===== src/design/mtf_pkg.sv =====
package mtf_pkg;

   // Number of cells in the row (list capacity).
   localparam int CAPACITY = 16;

   // Cell index width and occupancy counter width follow from the capacity.
   localparam int IDX_W = (CAPACITY > 1) ? $clog2(CAPACITY) : 1;
   localparam int CNT_W = $clog2(CAPACITY + 1);

   // Fixed field widths of the request and response.
   localparam int MODE_W = 2;
   localparam int VALUE_W = 32;
   localparam int STATUS_W = 2;
   localparam int POS_W = 4;
   localparam int COUNT_W = 5;

   typedef enum logic [MODE_W-1:0] {
      MODE_INSERT = 2'd0,
      MODE_DELETE = 2'd1,
      MODE_FIND = 2'd2,
      MODE_CLEAR = 2'd3
   } mode_type;

   typedef enum logic [STATUS_W-1:0] {
      STATUS_DONE = 2'd0,
      STATUS_NOT_FOUND = 2'd1,
      STATUS_FULL = 2'd2
   } status_type;

   // Broadcast from the top level to every cell in the row.
   typedef struct packed {
      logic fire;
      mode_type mode;
      logic [VALUE_W-1:0] value;
      logic full;
      logic any_hit;
      logic [CNT_W-1:0] occupancy;
   } cell_ctl_type;

endpackage


===== src/design/mtf_req_if.sv =====
interface mtf_req_if
   import mtf_pkg::*;
();
   logic valid;
   logic ready;
   logic [MODE_W-1:0] mode;
   logic signed [VALUE_W-1:0] value;

   modport source (output valid, output mode, output value, input ready);
   modport sink (input valid, input mode, input value, output ready);
endinterface


===== src/design/mtf_rsp_if.sv =====
interface mtf_rsp_if
   import mtf_pkg::*;
();
   logic valid;
   logic ready;
   logic [STATUS_W-1:0] status;
   logic [POS_W-1:0] match_position;
   logic [COUNT_W-1:0] entry_count;

   modport source (output valid, output status, output match_position, output entry_count,
                   input ready);
   modport sink (input valid, input status, input match_position, input entry_count,
                 output ready);
endinterface


===== src/design/mtf_cell.sv =====
module mtf_cell
   import mtf_pkg::*;
(
   input  logic               clock,
   input  logic [IDX_W-1:0]   cell_index,
   input  cell_ctl_type       ctl,
   input  logic [VALUE_W-1:0] left_entry,
   input  logic [VALUE_W-1:0] right_entry,
   input  logic               before_in,
   output logic               before_out,
   output logic [VALUE_W-1:0] entry_out,
   output logic [IDX_W-1:0]   first_pos
);

   logic [VALUE_W-1:0] entry_ff;
   logic [VALUE_W-1:0] entry_in;
   logic               cell_valid;
   logic               hit;

   assign cell_valid = CNT_W'(cell_index) < ctl.occupancy;
   assign hit = cell_valid && (entry_ff == ctl.value);
   assign before_out = before_in | hit;
   assign first_pos = (hit && !before_in) ? cell_index : '0;
   assign entry_out = entry_ff;

   always_comb begin
      entry_in = entry_ff;
      if (ctl.fire) begin
         case (ctl.mode)
            MODE_INSERT: begin
               if (!ctl.full) entry_in = left_entry;
            end
            MODE_DELETE: begin
               // at or behind the first match: close the gap
               if (before_in || hit) entry_in = right_entry;
            end
            MODE_FIND: begin
               // at or ahead of the match: rotate towards the back
               if (ctl.any_hit && !before_in) entry_in = left_entry;
            end
            default: entry_in = entry_ff;
         endcase
      end
   end

   always_ff @(posedge clock) begin
      entry_ff <= entry_in;
   end

endmodule


===== src/design/move_to_front_list.sv =====
// Move-to-front list of up to CAPACITY signed 32-bit values, front first.
// Each request carries a mode (insert at front, delete first match, find and
// move to front, clear) and a value; each gives one response with a status,
// the position of the first match before any move, and the new entry count.
// The list lives in a row of identical cells, one entry each; every cell
// compares its entry with the request value and loads from its left or right
// neighbour, so the whole search-and-shift is combinational up to the entry
// registers. A request is taken every cycle unless a response waits unread;
// its response appears in the output register on the following cycle, and a
// new request is taken while that response waits only if it is being read in
// the same cycle. The compare and first-match chain runs across the row of
// cells. Duplicates are kept; an insert into a full list is dropped with
// status full. No clearing pass is needed after reset.
module move_to_front_list
   import mtf_pkg::*;
(
   input  logic      clock,
   input  logic      reset,
   mtf_req_if.sink   req_chan,
   mtf_rsp_if.source rsp_chan
);

   // request handshake
   logic         fire;
   mode_type     req_mode;
   cell_ctl_type ctl;

   // occupancy and response registers
   logic [CNT_W-1:0]   occupancy_ff, occupancy_in;
   logic               rsp_valid_ff, rsp_valid_in;
   status_type         status_ff, status_in;
   logic [POS_W-1:0]   pos_ff, pos_in;

   // cell row links
   logic [VALUE_W-1:0] cell_entry [CAPACITY];
   logic               cell_before [CAPACITY+1];
   logic [IDX_W-1:0]   cell_pos [CAPACITY];
   logic [IDX_W-1:0]   match_idx;
   logic               list_full;
   logic               any_hit;

   assign req_chan.ready = !rsp_valid_ff || rsp_chan.ready;
   assign fire = req_chan.valid && req_chan.ready;
   assign req_mode = mode_type'(req_chan.mode);

   assign list_full = (occupancy_ff >= CNT_W'(CAPACITY));
   assign any_hit = cell_before[CAPACITY];

   always_comb begin
      ctl.fire = fire;
      ctl.mode = req_mode;
      ctl.value = req_chan.value;
      ctl.full = list_full;
      ctl.any_hit = any_hit;
      ctl.occupancy = occupancy_ff;
   end

   // the first-match flag ripples from the front of the row
   assign cell_before[0] = 1'b0;

   for (genvar i = 0; i < CAPACITY; i++) begin : g_cell
      logic [VALUE_W-1:0] left_entry;
      logic [VALUE_W-1:0] right_entry;

      if (i == 0) begin : g_front
         assign left_entry = req_chan.value;
      end else begin : g_inner_left
         assign left_entry = cell_entry[i-1];
      end

      if (i == CAPACITY - 1) begin : g_back
         assign right_entry = '0;
      end else begin : g_inner_right
         assign right_entry = cell_entry[i+1];
      end

      mtf_cell u_cell (
         .clock       (clock),
         .cell_index  (IDX_W'(i)),
         .ctl         (ctl),
         .left_entry  (left_entry),
         .right_entry (right_entry),
         .before_in   (cell_before[i]),
         .before_out  (cell_before[i+1]),
         .entry_out   (cell_entry[i]),
         .first_pos   (cell_pos[i])
      );
   end

   // at most one cell reports a non-zero first-match position
   always_comb begin
      match_idx = '0;
      for (int i = 0; i < CAPACITY; i++) begin
         match_idx = match_idx | cell_pos[i];
      end
   end

   always_comb begin
      occupancy_in = occupancy_ff;
      status_in = STATUS_DONE;
      pos_in = '0;
      case (req_mode)
         MODE_INSERT: begin
            if (list_full) begin
               status_in = STATUS_FULL;
            end else begin
               occupancy_in = occupancy_ff + CNT_W'(1);
            end
         end
         MODE_DELETE: begin
            if (any_hit) begin
               pos_in = POS_W'(match_idx);
               occupancy_in = occupancy_ff - CNT_W'(1);
            end else begin
               status_in = STATUS_NOT_FOUND;
            end
         end
         MODE_FIND: begin
            if (any_hit) begin
               pos_in = POS_W'(match_idx);
            end else begin
               status_in = STATUS_NOT_FOUND;
            end
         end
         default: occupancy_in = '0;
      endcase
   end

   assign rsp_valid_in = fire || (rsp_valid_ff && !rsp_chan.ready);

   always_ff @(posedge clock) begin
      if (reset) begin
         occupancy_ff <= '0;
         rsp_valid_ff <= 1'b0;
      end else begin
         rsp_valid_ff <= rsp_valid_in;
         if (fire) begin
            occupancy_ff <= occupancy_in;
         end
      end
   end

   // response payload: loaded on each accepted request
   always_ff @(posedge clock) begin
      if (fire) begin
         status_ff <= status_in;
         pos_ff <= pos_in;
      end
   end

   assign rsp_chan.valid = rsp_valid_ff;
   assign rsp_chan.status = status_ff;
   assign rsp_chan.match_position = pos_ff;
   assign rsp_chan.entry_count = COUNT_W'(occupancy_ff);

   // occupancy never runs past the number of cells
   a_occ_bound: assert property (@(posedge clock) disable iff (reset)
      occupancy_ff <= CNT_W'(CAPACITY))
      else $error("occupancy above capacity");

   // a clear empties the list
   a_clear: assert property (@(posedge clock) disable iff (reset)
      fire && req_mode == MODE_CLEAR |=> occupancy_ff == '0)
      else $error("clear left entries behind");

   // a full report only ever comes with a full list
   a_full: assert property (@(posedge clock) disable iff (reset)
      rsp_valid_ff && status_ff == STATUS_FULL |-> occupancy_ff == CNT_W'(CAPACITY))
      else $error("full status with room left");

   // a successful insert grows the list by one
   a_insert: assert property (@(posedge clock) disable iff (reset)
      fire && req_mode == MODE_INSERT && !list_full
      |=> occupancy_ff == $past(occupancy_ff) + CNT_W'(1))
      else $error("insert did not grow the list");

endmodule

===== src/flat_wrapper.sv =====
// flat-port wrapper written by rule: the top's interface ports become plain ports
module move_to_front_list_flat import mtf_pkg::*;
  (clock, reset, req_chan_valid, req_chan_mode, req_chan_value, req_chan_ready, rsp_chan_valid, rsp_chan_status, rsp_chan_match_position, rsp_chan_entry_count, rsp_chan_ready);
  mtf_req_if req_chan_i ();
  mtf_rsp_if rsp_chan_i ();
  input  logic clock;
  input  logic reset;
  input wire logic [$bits(req_chan_i.valid)-1:0] req_chan_valid;
  input wire logic [$bits(req_chan_i.mode)-1:0] req_chan_mode;
  input wire logic [$bits(req_chan_i.value)-1:0] req_chan_value;
  output wire logic [$bits(req_chan_i.ready)-1:0] req_chan_ready;
  output wire logic [$bits(rsp_chan_i.valid)-1:0] rsp_chan_valid;
  output wire logic [$bits(rsp_chan_i.status)-1:0] rsp_chan_status;
  output wire logic [$bits(rsp_chan_i.match_position)-1:0] rsp_chan_match_position;
  output wire logic [$bits(rsp_chan_i.entry_count)-1:0] rsp_chan_entry_count;
  input wire logic [$bits(rsp_chan_i.ready)-1:0] rsp_chan_ready;
  assign req_chan_i.valid = req_chan_valid;
  assign req_chan_i.mode = req_chan_mode;
  assign req_chan_i.value = req_chan_value;
  assign req_chan_ready = req_chan_i.ready;
  assign rsp_chan_valid = rsp_chan_i.valid;
  assign rsp_chan_status = rsp_chan_i.status;
  assign rsp_chan_match_position = rsp_chan_i.match_position;
  assign rsp_chan_entry_count = rsp_chan_i.entry_count;
  assign rsp_chan_i.ready = rsp_chan_ready;
  move_to_front_list u_core (.clock(clock), .reset(reset), .req_chan(req_chan_i), .rsp_chan(rsp_chan_i));
endmodule

===== config.mk =====
export PLATFORM = sky130hd
export DESIGN_NAME = move_to_front_list_flat
export DESIGN_NICKNAME = d
export VERILOG_FILES = /design/src/design/mtf_pkg.sv /design/src/design/mtf_req_if.sv /design/src/design/mtf_rsp_if.sv /design/src/design/mtf_cell.sv /design/src/design/move_to_front_list.sv /design/src/flat_wrapper.sv
export SDC_FILE = /design/constraint.sdc
export NUM_CORES = 1
export LEC_CHECK = 0
export BUFFER_PORTS_ARGS = -buffer_cell sky130_fd_sc_hd__buf_2
export CORE_MARGIN = 8
export CORE_UTILIZATION = 64
export CTS_CLUSTER_DIAMETER = 100
export DETAILED_ROUTE_END_ITERATION = 7
export PLACE_DENSITY = 0.81
export SYNTH_ARGS = -nofsm -noshare
export SYNTH_HDL_FRONTEND = slang
export SYNTH_SLANG_ARGS = --single-unit

===== constraint.sdc =====
create_clock -name clock -period 8.06 [get_ports clock]
set_input_delay 1.612 -clock clock [delete_from_list [all_inputs] [get_ports clock]]
set_output_delay 1.612 -clock clock [all_outputs]
set_load 0.02 [all_outputs]

# Word level (Yosys, flattened, before mapping)
# Cells that the tools add are included.
classes:
  n_addsub: 2
  magnitude_cmp: 17
  n_eq_ne: 52
  mux: 85
  bitwise_logic: 30
  reduce_logical: 103
op_table:
  columns: ["op", "n"]
  rows:
  - ["two-way mux 32 bit", 48]
  - ["case mux 32 bit (3 select lines)", 16]
  - ["equality test 32 bit", 16]
  - ["AND reduction 5 bit", 16]
  - ["inequality test 2 bit (second input constant)", 32]
  - ["logical AND 1 bit", 48]
  - ["less-than comparator 4 x 5 -> 1 bit (first input constant)", 8]
  - ["two-way mux 4 bit", 8]
  - ["OR 4 bit", 8]
  - ["less-than comparator 3 x 5 -> 1 bit (first input constant)", 4]
  - ["zero test 1 bit", 17]
  - ["logical OR 1 bit", 17]
  - ["OR 4 x 3 -> 4 bit", 4]
  - ["OR 1 bit", 15]
  - ["case mux 5 bit (3 select lines)", 1]
  - ["two-way mux 3 bit", 4]
  - ["less-than comparator 1 x 5 -> 1 bit (first input constant)", 2]
  - ["less-than comparator 2 x 5 -> 1 bit (first input constant)", 2]
  - ["two-way mux 5 bit", 2]
  - ["two-way mux 2 bit", 3]
  - ["adder 5 x 1 -> 5 bit (second input constant)", 1]
  - ["greater-or-equal comparator 5 bit (second input constant)", 1]
  - ["subtractor 5 x 1 -> 5 bit (second input constant)", 1]
  - ["inequality test 2 x 1 -> 1 bit (second input constant)", 2]
  - ["other kinds (12)", 13]
word_totals:
  register_bits: 524
  inputBits: 38
  output_inout_bits: 13
  word_cells: 309

# Longest topological paths before layout
logic_depth:
  depth_word: 20
  depth_mapped: 13
  mapped_depth_nobuf: 9

# By module
# Synthesis repeated with hierarchy kept, for this count alone.
unflattened:
  cells_unflattened: 2294
  hier_area_um2: 31002.2
by_module_without_submodules:
  columns: ["module", "n_inst", "cells_per_inst", "area_each_um2", "seq_area_each_um2"]
  rows:
  - ["mtf_cell (u_core.g_cell[11].u_cell ...)", 14, 138, 1888.1, 960.9]
  - ["mtf_cell (u_core.g_cell[0].u_cell ...)", 2, 141, 1888.1, 960.9]
  - ["move_to_front_list", 1, 80, 793.3, 300.3]

# Worst setup path before layout
# OpenSTA, ideal clock, no wires.
synth_path:
  path_type: "input to register"
  startpoint: "input req_chan_value[1]"
  endpoint: "register u_core.g_cell[14].u_cell.entry_ff[0] (enable)"
  setup_ns: 0.470
  arrival_ns: 6.192
  path_slack_ns: 1.398
  stages: 10
  path_buffers: 2
  cell_sequence: "buf_4 -> xor2_1 -> or4_1 -> or4_1 -> or3_4 -> nand4b_2 -> or4_4 -> buf_6 -> o21ai_4 -> a211oi_1"
synth_between:
  elab_chain_len: 20
  word_cells_on_any_way: 53
  cone_classes: "eq/ne (18); bitwise (15); reduce/logical (20)"
synth_rtl:
  columns: ["item", "line_no", "rtl"]
  rows:
  - ["start: declaration", "flat_wrapper.sv:10", "input wire logic [$bits(req_chan_i.value)-1:0] req_chan_value;"]
  - ["equality test 32 bit", "mtf_cell.sv:21", "assign hit = cell_valid && (entry_ff == ctl.value);"]
  - ["logical AND 1 bit", "mtf_cell.sv:21", null]
  - ["OR 1 bit (15 in a row)", "mtf_cell.sv:22", "assign before_out = before_in | hit;"]
  - ["logical AND 1 bit", "mtf_cell.sv:39", "if (ctl.any_hit && !before_in) entry_in = left_entry;"]
  - ["inequality test 2 bit (no line)", null, null]
  - ["AND reduction 5 bit (no line) (*)", null, null]
  - ["end signal: assignment", "mtf_cell.sv:47", "entry_ff <= entry_in;"]
  - ["end: declaration", "mtf_cell.sv:15", "logic [VALUE_W-1:0] entry_ff;"]
# Every way passes the cells marked *; elsewhere a longest branch is shown, timed or not.
# A chain may end at the register's enable or synchronous reset.

# Worst setup path after layout
layout_path:
  startpoint: "input req_chan_value[2]"
  endpoint: "register u_core.g_cell[0].u_cell.entry_ff[3] (enable)"
layout_between:
  elab_chain_len: 19
  word_cells_on_any_way: 50
  cone_classes: "eq/ne (18); bitwise (15); reduce/logical (17)"
layout_rtl:
  columns: ["item", "line_no"]
  rows:
  - ["equality test 32 bit", "mtf_cell.sv:21"]
  - ["logical AND 1 bit", "mtf_cell.sv:21"]
  - ["OR 1 bit (15 in a row)", "mtf_cell.sv:22"]
  - ["inequality test 2 x 1 -> 1 bit (no line)", null]
  - ["AND reduction 5 bit (no line) (*)", null]
  - ["end signal: assignment", "mtf_cell.sv:47"]
  - ["end: declaration", "mtf_cell.sv:15"]
# Marked as above.

==> results.md <==
Layout:
- The commonest non-fill, non-tap cell in the layout is sky130_fd_sc_hd__edfxtp_1.
- From synthesis to final layout, the design area changed by 7.90%.
- The utilization after layout is 0.700.
- The diode insertion count for antenna repair is 0.
- The count of fill cells added during filler insertion is 3094.
- The ratio of cells with drive above 1 in the final layout is 0.287.
- The net total in the final layout is 2315.
- Leaving out fill and tap cells, the most frequent cells in the layout are sky130_fd_sc_hd__edfxtp_1, sky130_fd_sc_hd__mux2_2, sky130_fd_sc_hd__xnor2_1.

Critical path:
- The classification of the worst setup path is primary input to flop.
- Data arrives at the worst endpoint at 6140 ps.
- The endpoint class of the critical path is a flop.
- The required time at the worst-slack endpoint is 8450 ps.
- In this run the worst path has a maximum fanout of 24.
- STA classifies the critical path startpoint as a primary input.

Synth:
- By area the synthesized netlist is led by sky130_fd_sc_hd__edfxtp_1, sky130_fd_sc_hd__mux2_2, sky130_fd_sc_hd__xnor2_1.
- Of the synthesized area, sequential elements account for 0.519.
- The netlist area before placement is 30200 um^2.
- The synthesized flop and latch total is 524.
- The number of cells produced by synthesis is 2274.
- The prevailing post-synth register cell is sky130_fd_sc_hd__edfxtp_1.
- The total nets after synthesis is 2320.
- The share of async-settable or async-resettable flops after synthesis is 0.
- The post-synthesis cell type count is 70.
- Yosys printed 0 warnings.
- Yosys mapped a number of flops with a built-in enable equal to 518.
- The cell type with the highest aggregate area in the netlist is sky130_fd_sc_hd__edfxtp_1.
- The top-area cell type share of the netlist area is 0.515.
- Averaged over all synthesized cells, the footprint is 13.3 um^2.

Pwr:
- For this design the static power due to leakage is 10.0 nW.
- The share of total power dissipated in combinational logic is 0.151.
- Of the total power, registers draw 0.471.
- Overall power consumption after layout is estimated at 7.11 mW.
- The cell-internal power is 5.11 mW.
- Of the total power, the share spent switching nets is 0.282.
- The share of total power dissipated in the clock network is 0.378.
- Across the VDD grid, the largest voltage drop is 232 uV.
- The power per unit of standard cell area is 218 nW/um^2.
- The analysis attributes to net switching a power of 2.01 mW.

Global routing:
- For this run, the total global-route usage over all layers was measured as 0.384.
- The first-pass GRT wire length is 150 mm.
- The initial antenna violation count came to 3.
- The largest net degree at the start of global routing is 206.
- The number of global-route vias before repair is 20200.
- The final global-route overflow total is 0.

CTS:
- After clock tree synthesis, the clock-pin slew on the worst setup and hold paths is 60 ps.
- Post-CTS repair changed the size of 0 cells.
- The buffer type at the clock tree root is sky130_fd_sc_hd__clkbuf_16.
- The number of H-tree levels is 2.
- The number of setup buffers added after CTS is 0.
- For this design, the CTS-stage hold fixing added 0 buffers.
- The clock reaches the later pin of the worst-skew pair after 640 ps.
- The clock net in this run drives a total of 524 sinks.
- The longest clock path from root to sink contains 3 buffers.
- TritonCTS built the clock tree.
- TritonCTS created 56 clock buffers.

Placed design:
- After legalization and detailed placement, the total HPWL measured 79.3 mm.
- The post-placement setup slack is 1800 ps.
- The count of input and output buffers is 50.
- The congestion estimate from routability-driven global placement came to 1.08.

Die:
- The die covers 54400 um^2.
- The number of placed I/O pins is 51.
- The width of the die is 233 um.
- The floorplan has 79 rows.
- The initial utilization of the core area, before any placement, comes to 0.649.
- The vertical die dimension is 233 um.
- The region available for standard cell placement spans 46600 um^2.

Drt:
- The remaining antenna violation count after routing is 0.
- The violation count after the first detailed-route iteration is 3836.
- The number of iterations in the first detailed-routing pass is 7.
- The DRC violation count after routing is 0.
- The routed via count is 21300.
- Dividing the detail-routed wire length by the instance count gives 36.3 um.
- After detailed routing, the number of vias per cell comes to 7.28.
- The aggregate routed wire length is 106 mm.

Timing:
- The post-route worst setup slack is 2310 ps.
- Setup repair after global routing left no endpoint under its margin.
- Between clock sinks in the finished design, the worst skew comes to 21.9 ps.
- Final hold analysis gives a worst-case slack of 522 ps.
- The final period utilization is 0.713.
- The pin slew with the least headroom to its limit is 1420 ps.
- The number of hold violations in the final report is 0.
- Headroom to the max-slew limit came out at 0.0535.
- The number of max-slew violations in the final report is 0.
- Timing would allow up to 174 MHz.
- Setup violations remaining at the end of the flow were counted as 0.
- The final critical path time including I/O delays and setup is 5750 ps.
- The sum of negative setup slack is 0 ps.

Min path:
- The kind of path behind the tightest hold check is flop to flop.

Job:
- Max-cap violations in this run came to 0.

Run status:
- The run finished with clean final reports.
==> worst max-delay path: stages <==
cell                      delay, ps
sky130_fd_sc_hd__buf_2          470
sky130_fd_sc_hd__xor2_1         620
sky130_fd_sc_hd__nor4_1         160
sky130_fd_sc_hd__nand3_1        240
sky130_fd_sc_hd__nor3_1         130
sky130_fd_sc_hd__or4_1          700
sky130_fd_sc_hd__or4_4          650
sky130_fd_sc_hd__o21ai_4        820
sky130_fd_sc_hd__a21oi_4        350
sky130_fd_sc_hd__buf_4          330
==> power groups by stage <==
stage	registers [mW]	clock network [mW]	logic [mW]
floorplan	3.33	0	0.681
global placement	3.39	0	0.994
detailed placement	3.40	0	1.01
CTS	3.34	2.67	1.02
global route	3.36	2.76	1.10
finish	3.35	2.69	1.07
==> final cells by class <==
cell class / instances / area (um^2) / area share
Timing Repair Buffer: 72 / 440 / 0.0135
Clock buffer: 70 / 1480 / 0.0453
Inverter: 15 / 56.3 / 0.00173
Sequential cell: 524 / 15700 / 0.481
Clock inverter: 34 / 385 / 0.0118
Multi-Input combinational cell: 1600 / 13800 / 0.424
Tap cell: 607 / 759 / 0.0233
==> logic make-up (layout without fill, tap and decap cells) <==
group / after synthesis / in the layout / synth area share
AO/OA/AOI/OAI: 75 / 75 / 0.0183
XOR/XNOR: 510 / 510 / 0.148
adder cells (fa/ha/maj): 8 / 8 / 0.00331
buffers and inverters: 150 / 191 / 0.0295
flip-flops: 524 / 524 / 0.519
multiplexers: 480 / 480 / 0.179
AND/OR/NAND/NOR: 527 / 527 / 0.103
==> Yosys cell counts (3+ instances only) <==
library cell and count:
sky130_fd_sc_hd__edfxtp_1 518, sky130_fd_sc_hd__mux2_2 477, sky130_fd_sc_hd__xnor2_1 445, sky130_fd_sc_hd__nand4_1 181, sky130_fd_sc_hd__nand2_1 74, sky130_fd_sc_hd__xor2_1 65
sky130_fd_sc_hd__clkbuf_1 63, sky130_fd_sc_hd__nor4_1 56, sky130_fd_sc_hd__buf_4 41, sky130_fd_sc_hd__nand3_1 37, sky130_fd_sc_hd__nor2b_1 33, sky130_fd_sc_hd__nor3_1 33
sky130_fd_sc_hd__nor2_1 21, sky130_fd_sc_hd__nand2b_1 17, sky130_fd_sc_hd__buf_6 14, sky130_fd_sc_hd__inv_1 14, sky130_fd_sc_hd__a21oi_1 13, sky130_fd_sc_hd__nor4b_1 13
sky130_fd_sc_hd__or4_1 12, sky130_fd_sc_hd__buf_2 11, sky130_fd_sc_hd__o21ai_0 11, sky130_fd_sc_hd__a211oi_1 10, sky130_fd_sc_hd__ha_1 8, sky130_fd_sc_hd__nand4b_1 7
sky130_fd_sc_hd__o2111ai_1 7, sky130_fd_sc_hd__dfxtp_1 6, sky130_fd_sc_hd__and3_1 5, sky130_fd_sc_hd__and4_1 5, sky130_fd_sc_hd__a21o_1 4, sky130_fd_sc_hd__a21oi_2 4
sky130_fd_sc_hd__a221oi_1 4, sky130_fd_sc_hd__and2_1 4, sky130_fd_sc_hd__nor3b_1 4, sky130_fd_sc_hd__or3_1 4, sky130_fd_sc_hd__a31oi_1 3, sky130_fd_sc_hd__mux2i_1 3
sky130_fd_sc_hd__nor2_2 3
==> state kept, by name, summed over array words and instances, names as in the netlist <==
| name | flops |
|---|---|
| u_core.g_cell.u_cell.entry_out | 512 |
| u_core.rsp_chan.entry_count | 5 |
| u_core.rsp_chan.match_position | 4 |
| u_core.rsp_chan.status | 2 |
| u_core.rsp_chan.valid | 1 |
==> worst paths after layout <==
kind              depth (start not counted)                            from  slack [ps]                              endpoint
hold / removal                            2           u_core.rsp_chan.valid         520                 u_core.rsp_chan.valid
setup / recovery                         10               req_chan_value[2]        2310  u_core.g_cell[0].u_cell.entry_out[3]
setup reg to reg                          9  u_core.rsp_chan.entry_count[3]        3250  u_core.g_cell[0].u_cell.entry_out[3]
hold reg to reg                           2           u_core.rsp_chan.valid         520                 u_core.rsp_chan.valid
==> metal layers <==
metal	vias up	global-route usage	wire length [um]
met5	-	0	23
met4	4	0.0538	1650
met3	171	0.192	18700
met2	1717	0.516	42500
met1	10800	0.563	43100
li1	8567	-	-
==> per-stage QoR <==
stage / instance area [um^2] / instances
after floorplan: 30200 / 2274
after global placement: 30700 / 2818
after detailed placement: 30700 / 2818
after CTS: 32600 / 2922
after global routing: 32600 / 2922
final: 32600 / 2922
No activity file was read; power rests on OpenSTA's default activity.
